## config.mk

```make
export PLATFORM = sky130hd
export DESIGN_NAME = pwm_frequency_duty_capture_core
export DESIGN_NICKNAME = d
export VERILOG_FILES = /design/src/sv/pfdc_pkg.sv /design/src/sv/pfdc_ctrl.sv /design/src/sv/pfdc_datapath.sv /design/src/sv/pwm_frequency_duty_capture_core.sv
export SDC_FILE = /design/constraint.sdc
export NUM_CORES = 1
export LEC_CHECK = 0
export CORE_MARGIN = 4
export CORE_UTILIZATION = 64
export CTS_CLUSTER_DIAMETER = 50
export DETAILED_ROUTE_END_ITERATION = 8
export DONT_BUFFER_PORTS = 1
export PLACE_DENSITY_LB_ADDON = 0.05
export SYNTH_ARGS = -nofsm -noshare
export SYNTH_HDL_FRONTEND = slang
export SYNTH_SLANG_ARGS = --single-unit
```

## constraint.sdc

```tcl
create_clock -name i_clk -period 4.89 [get_ports i_clk]
set_clock_uncertainty 0.15 [all_clocks]
set_input_delay 0.2445 -clock i_clk [delete_from_list [all_inputs] [get_ports i_clk]]
set_output_delay 0.2445 -clock i_clk [all_outputs]
set_load 0.05 [all_outputs]
```

## src/sv/pfdc_pkg.sv

```systemverilog
// Package for the PWM frequency and duty capture block.
// Holds widths, reset values, the controller state type and the
// command and status structs shared by the controller and datapath.
package pfdc_pkg;

    localparam int CNT_W_DEF = 16;
    localparam int RATE_W = 27;
    localparam logic [RATE_W-1:0] RATE_RESET = 27'd16000000;
    localparam int DUTY_W = 7;
    localparam int DUTY_SCALE = 100;

    typedef enum logic [1:0] {
        S_IDLE,
        S_FREQ,
        S_DUTY,
        S_HOLD
    } t_pfdc_state;

    typedef struct packed {
        logic fe_step;
        logic job_load;
        logic div_step;
        logic freq_store;
        logic out_load;
    } t_pfdc_cmd;

    typedef struct packed {
        logic result_event;
        logic div_last;
        logic out_free;
    } t_pfdc_sts;

endpackage

```

## src/sv/pfdc_ctrl.sv

```systemverilog
// Controller for the PWM capture block: sequences the front end, the two
// divisions of the shared divider and the output load.
// Depends on pfdc_pkg.
module pfdc_ctrl
    import pfdc_pkg::*;
(
    input  logic      i_clk,
    input  logic      i_rst_n,
    input  logic      i_valid,
    output logic      o_ready,
    input  t_pfdc_sts i_sts,
    output t_pfdc_cmd o_cmd
);

    t_pfdc_state r_state;
    t_pfdc_state n_state;

    always_ff @(posedge i_clk) begin
        if (!i_rst_n) begin
            r_state <= S_IDLE;
        end else begin
            r_state <= n_state;
        end
    end

    always_comb begin
        n_state = r_state;
        o_ready = 1'b0;
        o_cmd   = '0;
        case (r_state)
            S_IDLE: begin
                o_ready = 1'b1;
                if (i_valid) begin
                    o_cmd.fe_step = 1'b1;
                    if (i_sts.result_event) begin
                        o_cmd.job_load = 1'b1;
                        n_state = S_FREQ;
                    end
                end
            end
            S_FREQ: begin
                o_cmd.div_step = 1'b1;
                if (i_sts.div_last) begin
                    // The final quotient is taken and the duty dividend loaded.
                    o_cmd.freq_store = 1'b1;
                    n_state = S_DUTY;
                end
            end
            S_DUTY: begin
                o_cmd.div_step = 1'b1;
                if (i_sts.div_last) begin
                    n_state = S_HOLD;
                end
            end
            S_HOLD: begin
                if (i_sts.out_free) begin
                    o_cmd.out_load = 1'b1;
                    n_state = S_IDLE;
                end
            end
            default: begin
                n_state = S_IDLE;
            end
        endcase
    end

endmodule

```

## src/sv/pfdc_datapath.sv

```systemverilog
// Datapath for the PWM capture block: edge detection, saturating tick
// counter, a shared restoring divider and the output register.
// Depends on pfdc_pkg.
module pfdc_datapath
    import pfdc_pkg::*;
#(
    parameter int COUNT_WIDTH = CNT_W_DEF
) (
    input  logic                   i_clk,
    input  logic                   i_rst_n,
    input  logic                   i_pin_level,
    input  logic                   i_cfg_we,
    input  logic [RATE_W-1:0]      i_cfg_data,
    input  logic                   i_out_ready,
    input  t_pfdc_cmd              i_cmd,
    output t_pfdc_sts              o_sts,
    output logic                   o_out_valid,
    output logic [COUNT_WIDTH-1:0] o_period_ticks,
    output logic [COUNT_WIDTH-1:0] o_high_ticks,
    output logic [RATE_W-1:0]      o_frequency_hz,
    output logic [DUTY_W-1:0]      o_duty_percent,
    output logic                   o_overflowed
);

    localparam int CW = COUNT_WIDTH;
    localparam int DIV_W = (RATE_W > CW + DUTY_W) ? RATE_W : CW + DUTY_W;
    localparam int STEP_W = $clog2(DIV_W);
    localparam logic [CW-1:0] CNT_MAX = {CW{1'b1}};
    localparam logic [STEP_W-1:0] LAST_STEP = STEP_W'(DIV_W - 1);

    logic [RATE_W-1:0] r_rate;

    // Front end state.
    logic          r_prev;
    logic          r_seen;
    logic [CW-1:0] r_elapsed;
    logic [CW-1:0] r_cap;
    logic          r_sat;

    // Job and divider state.
    logic [CW-1:0]     r_per;
    logic [CW-1:0]     r_high;
    logic              r_ovf;
    logic [DIV_W-1:0]  r_num;
    logic [CW-1:0]     r_rem;
    logic [STEP_W-1:0] r_step;
    logic [RATE_W-1:0] r_freq;

    // Output register.
    logic              r_out_valid;
    logic [CW-1:0]     r_o_per;
    logic [CW-1:0]     r_o_high;
    logic [RATE_W-1:0] r_o_freq;
    logic [DUTY_W-1:0] r_o_duty;
    logic              r_o_ovf;

    logic [CW-1:0]    count;
    logic             sat_now;
    logic             sat_any;
    logic             rise;
    logic             fall;
    logic [CW-1:0]    high_clamped;
    logic [CW:0]      trial;
    logic [CW:0]      diff;
    logic             ge;
    logic [CW-1:0]    n_rem;
    logic [DIV_W-1:0] n_num;
    logic [DIV_W-1:0] duty_dividend;

    always_comb begin
        sat_now      = (r_elapsed == CNT_MAX);
        count        = sat_now ? CNT_MAX : r_elapsed + CW'(1);
        sat_any      = r_sat | sat_now;
        rise         = !r_prev && i_pin_level;
        fall         = r_prev && !i_pin_level;
        high_clamped = (r_cap > count) ? count : r_cap;

        // One restoring division step: a quotient bit shifts in at the bottom.
        trial = {r_rem, r_num[DIV_W-1]};
        diff  = trial - {1'b0, r_per};
        ge    = (trial >= {1'b0, r_per});
        n_rem = ge ? diff[CW-1:0] : trial[CW-1:0];
        n_num = {r_num[DIV_W-2:0], ge};

        duty_dividend = DIV_W'(r_high) * DIV_W'(DUTY_SCALE);

        o_sts.result_event = rise && r_seen;
        o_sts.div_last     = (r_step == LAST_STEP);
        o_sts.out_free     = !r_out_valid || i_out_ready;
    end

    always_ff @(posedge i_clk) begin
        if (!i_rst_n) begin
            r_rate <= RATE_RESET;
        end else if (i_cfg_we) begin
            r_rate <= i_cfg_data;
        end
    end

    always_ff @(posedge i_clk) begin
        if (!i_rst_n) begin
            r_prev    <= 1'b0;
            r_seen    <= 1'b0;
            r_elapsed <= '0;
            r_cap     <= '0;
            r_sat     <= 1'b0;
        end else if (i_cmd.fe_step) begin
            r_prev <= i_pin_level;
            if (rise) begin
                r_seen    <= 1'b1;
                r_sat     <= 1'b0;
                r_elapsed <= '0;
            end else begin
                if (fall) begin
                    r_cap <= count;
                end
                r_elapsed <= count;
                r_sat     <= sat_any;
            end
        end
    end

    always_ff @(posedge i_clk) begin
        if (i_cmd.job_load) begin
            r_per  <= count;
            r_high <= high_clamped;
            r_ovf  <= sat_any;
            r_num  <= DIV_W'(r_rate);
            r_rem  <= '0;
            r_step <= '0;
        end else if (i_cmd.freq_store) begin
            r_freq <= n_num[RATE_W-1:0];
            r_num  <= duty_dividend;
            r_rem  <= '0;
            r_step <= '0;
        end else if (i_cmd.div_step) begin
            r_num  <= n_num;
            r_rem  <= n_rem;
            r_step <= r_step + STEP_W'(1);
        end
    end

    always_ff @(posedge i_clk) begin
        if (!i_rst_n) begin
            r_out_valid <= 1'b0;
        end else if (i_cmd.out_load) begin
            r_out_valid <= 1'b1;
        end else if (i_out_ready) begin
            r_out_valid <= 1'b0;
        end
    end

    always_ff @(posedge i_clk) begin
        if (i_cmd.out_load) begin
            r_o_per  <= r_per;
            r_o_high <= r_high;
            r_o_freq <= r_freq;
            r_o_duty <= r_num[DUTY_W-1:0];
            r_o_ovf  <= r_ovf;
        end
    end

    assign o_out_valid    = r_out_valid;
    assign o_period_ticks = r_o_per;
    assign o_high_ticks   = r_o_high;
    assign o_frequency_hz = r_o_freq;
    assign o_duty_percent = r_o_duty;
    assign o_overflowed   = r_o_ovf;

endmodule

```

## src/sv/pwm_frequency_duty_capture_core.sv

```systemverilog
// Top level of the PWM frequency and duty capture block.
// Joins pfdc_ctrl and pfdc_datapath; depends on pfdc_pkg.
//
// Channel   Direction  Handshake            Payload
// input     in         i_valid / o_ready    i_pin_level
// result    out        o_valid / i_ready    o_period_ticks, o_high_ticks,
//                                           o_frequency_hz, o_duty_percent,
//                                           o_overflowed
// config    in         i_cfg_we             i_cfg_data (tick rate in Hz)
//
// A sample that gives no result leaves o_ready high, so samples stream at one
// per cycle. A rising edge that gives a result holds o_ready low while the
// shared bit-serial divider forms the frequency and then the duty quotient,
// and then until the result output is free. The divider is DIV_W bits wide,
// the larger of 27 and COUNT_WIDTH+7. Reset is synchronous and needs no
// clearing pass.
module pwm_frequency_duty_capture_core
    import pfdc_pkg::*;
#(
    parameter int COUNT_WIDTH = CNT_W_DEF
) (
    input  logic                   i_clk,
    input  logic                   i_rst_n,
    input  logic                   i_valid,
    output logic                   o_ready,
    input  logic                   i_pin_level,
    output logic                   o_valid,
    input  logic                   i_ready,
    output logic [COUNT_WIDTH-1:0] o_period_ticks,
    output logic [COUNT_WIDTH-1:0] o_high_ticks,
    output logic [RATE_W-1:0]      o_frequency_hz,
    output logic [DUTY_W-1:0]      o_duty_percent,
    output logic                   o_overflowed,
    input  logic                   i_cfg_we,
    input  logic [RATE_W-1:0]      i_cfg_data
);

    t_pfdc_cmd cmd;
    t_pfdc_sts sts;

    pfdc_ctrl u_ctrl (
        .i_clk   (i_clk),
        .i_rst_n (i_rst_n),
        .i_valid (i_valid),
        .o_ready (o_ready),
        .i_sts   (sts),
        .o_cmd   (cmd)
    );

    pfdc_datapath #(
        .COUNT_WIDTH (COUNT_WIDTH)
    ) u_datapath (
        .i_clk          (i_clk),
        .i_rst_n        (i_rst_n),
        .i_pin_level    (i_pin_level),
        .i_cfg_we       (i_cfg_we),
        .i_cfg_data     (i_cfg_data),
        .i_out_ready    (i_ready),
        .i_cmd          (cmd),
        .o_sts          (sts),
        .o_out_valid    (o_valid),
        .o_period_ticks (o_period_ticks),
        .o_high_ticks   (o_high_ticks),
        .o_frequency_hz (o_frequency_hz),
        .o_duty_percent (o_duty_percent),
        .o_overflowed   (o_overflowed)
    );

endmodule

```

==> reports/metrics.csv <==
metric;value;unit
Inserted Clock Buffers;29;
Sw Share;30.9;%
Avg Inst Size Synth;11.5;sq um
RSZ-0062 raised after global routing;false;
NetSw;2.05;mW
Yosys warnings;0;
initial antenna violation count;0;
First-pass DRT Iterations;5;
Relative slew margins;25.0;%
nets@finish;1237;
DR WL/cell;19.0;um
CP Max Fanout;14;
Final Hold Vio Count;0;
Max Slew Vio Count;0;
Final GP Congestion;0.877;
Filler Cell Count;1174;
pre-CTS WS;416;ps
post_cts resized;0;
Static Leakage;5.79;nW
Synth area leaders;edfxtp_1 39%, dfxtp_1 15%, ha_1 9.7%, mux2i_1 3.5%, inv_1 2.5%;
Clk pwr share;32.9;%
fraction of registers with async set/reset;0;%
Yosys top cell area share;39.0;%
PD cells;481;nW/um^2
Port Buffers;0;
fin util;76.0;%
CP endpoint kind;flip-flop;
Mapped Area;11800;sq um
Comb power frac;26.6;%
startpoint types;flip-flop;
cell area after layout;13700;sq um
Final min period;4500;ps
clk sink count;240;
Critical Path AT;4630;ps
layout cells sized above 1;7.66;%
hold_ws;25.4;ps
Clock Path Buffers;3;
Overflow after GRT;0;
CORE AREA;18100;sq um
# DRC;0;
Register Area;6350;sq um
global-route wire length before repair;41200;um
synth unique cells;62;
part of the power in registers;40.6;%
Max-cap violations;0;
Die ar.;20800;sq um
status;completed;
Detailed Place HPWL;16800;um
drt via density;5.83;
worst hold-check path type;input port to flip-flop;
die width;144;um
Initial DRC Count;558;
Post-Syn Nets;1166;
Setup WS post-layout;392;ps
Layout area overhead;16.0;%
Sum Neg Setup Slack;0;ps
Placed Cells;1234;
Hold Path Stages;4;
worst r2r path cells;14;
worst slew pin tran;1120;ps
IR Drop Worst-Case VDD;0.000329;V
Starting Density;65.5;%
final setup fails;0;
via count;7877;
CTS Root Cell;clkbuf_16;
fmax;222;MHz
Post-Synthesis Cells;1029;
final non-filler cell total;1352;
number of synthesized flops with an enable pin;154;
largest net degree at the start of global routing;68;
Yosys top cell by area;edfxtp_1;
critical path class;flip-flop to flip-flop;
Clock Latency Late Sink;540;ps
Post-CTS Repair Setup Buffers;0;
Clk pin slew, worst setup/hold paths;60;ps
post-route clock period utilization;92.0;%
Cell Area, Placed;12100;sq um
WL final;25700;um
I/O pin cnt;102;
FP Rows;49;
P_int;4.57;mW
synthesized flop and latch total;240;
sequential area share after synthesis;53.6;%
vias in the first global route;7645;
Pwr Total;6.61;mW
final antenna-violating net count;0;
Tot GR Track Use;25.2;%
WP data required;5020;ps
chip height;144;um
CTS tree;done;
area of the multi-input gates;5050;sq um
top_reg_cell synth;edfxtp_1;
H-tree depth;1;
==> placed cells by master, fill, tap and decap left out, drive strengths merged, types with 4 or more instances in the layout <==
cell / Yosys / layout
a21oi: 51 / 51
edfxtp: 154 / 154
o21ai: 37 / 37
o211ai: 7 / 7
inv: 88 / 94
nand3: 20 / 20
clkbuf: 28 / 37
nor3: 5 / 5
mux2i: 42 / 42
nor2b: 47 / 47
nand2b: 13 / 13
or2: 4 / 4
ha: 92 / 92
and2: 15 / 15
dlygate4sd3: 0 / 63
xnor2: 20 / 20
a211oi: 8 / 8
clkinv: 0 / 4
a22o: 6 / 6
a31oi: 11 / 11
nor2: 52 / 52
a22oi: 20 / 20
and3: 8 / 8
and4: 4 / 4
nor3b: 4 / 4
a21o: 19 / 19
o211a: 14 / 14
nand2: 76 / 76
dfxtp: 86 / 86
or3: 4 / 4
nand4: 7 / 7
buf: 6 / 11
xor2: 18 / 18
fa: 12 / 12
mux2: 17 / 17
o21a: 9 / 9
==> synth_stat cells, types with 3 or more instances <==
master      n
edfxtp_1  154
ha_1       92
dfxtp_1    86
inv_1      79
nand2_1    76
nor2_1     52
a21oi_1    51
nor2b_1    47
mux2i_1    42
clkbuf_1   28
a22oi_1    20
nand3_1    20
xnor2_1    20
a21o_1     18
o21ai_1    18
xor2_1     18
o21ai_0    17
and2_1     15
o211a_1    14
nand2b_1   13
fa_1       12
a31oi_1    10
mux2_1     10
inv_2       9
o21a_1      9
a211oi_1    8
and3_1      8
mux2_2      7
nand4_1     7
a22o_1      6
o211ai_1    6
nor3_1      5
and4_1      4
nor3b_1     4
or3_1       4
a211o_1     3
buf_1       3
nand3b_1    3
or2_2       3
==> final cells by class <==
cell class	instances	share of cell area, %
clock buffers	37	5.72
clock inverters	16	1.50
repair buffers	74	5.34
multi-input cells	667	36.7
inverters	88	2.40
flip-flops and latches	240	46.2
diodes	1	0.0182
well taps	229	2.09
==> flip-flops by register name, indices dropped and copies added, names as in the netlist, 27 cells and up <==
register and count:
u_datapath.r_freq 27, u_datapath.o_frequency_hz 27, u_datapath.r_rate 27, u_datapath.r_num 27
==> worst max-delay path, stage by stage, from the launching register on <==
cell	delay (ps)
dfxtp_1	450
ha_1	270
nand3_1	110
nor2_1	230
nand3_1	410
and2_1	310
ha_1	280
nand3_1	100
nor3_1	280
nand2_1	110
o21ai_1	170
a211oi_1	90
nor2_1	630
buf_4	300
mux2_2	350
==> cell families (layout without fill, tap and decap cells) <==
| logic type | after synthesis | in the layout | synth area share [%] |
|---|---|---|---|
| flip-flops | 240 | 240 | 53.6 |
| XOR/XNOR | 38 | 38 | 2.81 |
| other | 0 | 1 | 0 |
| buffers and inverters | 122 | 215 | 3.92 |
| AO/OA/AOI/OAI | 199 | 199 | 11.4 |
| multiplexers | 59 | 59 | 5.16 |
| AND/OR/NAND/NOR | 267 | 267 | 11.4 |
| adder cells (fa/ha/maj) | 104 | 104 | 11.7 |
==> power by group through the flow <==
stage,logic (mW),clock network [mW],registers [mW]
floorplan,1.38,0,2.66
global placement,1.64,0,2.71
detailed placement,1.67,0,2.72
CTS,1.75,2.21,2.68
global route,1.98,2.31,2.71
finish,1.76,2.17,2.68
==> path summary, 6_finish.rpt <==
kind	startpoint	end	slack (ps)
worst min register to register	u_datapath.r_freq[7]$_DFFE_PP_	u_datapath.o_frequency_hz[7]$_DFFE_PP_	270
worst min-delay path	i_pin_level	u_datapath.r_cap[13]$_SDFFE_PN0P_	30
worst max register to register	u_datapath.r_elapsed[0]$_SDFFE_PN0P_	u_datapath.r_high[2]$_DFFE_PP_	390
worst max-delay path	u_datapath.r_elapsed[0]$_SDFFE_PN0P_	u_datapath.r_high[2]$_DFFE_PP_	390
==> repair_timing <==
item                                    in CTS  in global routing
hold endpoints to repair                    65                  0
endpoints found under the setup margin       0                  0
hold buffers                                64                  0
==> layer usage <==
metal / track usage [%] / vias to the layer above / wire [um]
li1: - / 3835 / -
met4: 6.79 / 0 / 599
met3: 3.67 / 44 / 1420
met5: 0 / - / 0
met1: 36.5 / 3753 / 11900
met2: 40.3 / 245 / 11800
Note: power is estimated with default switching activity, not from simulation.
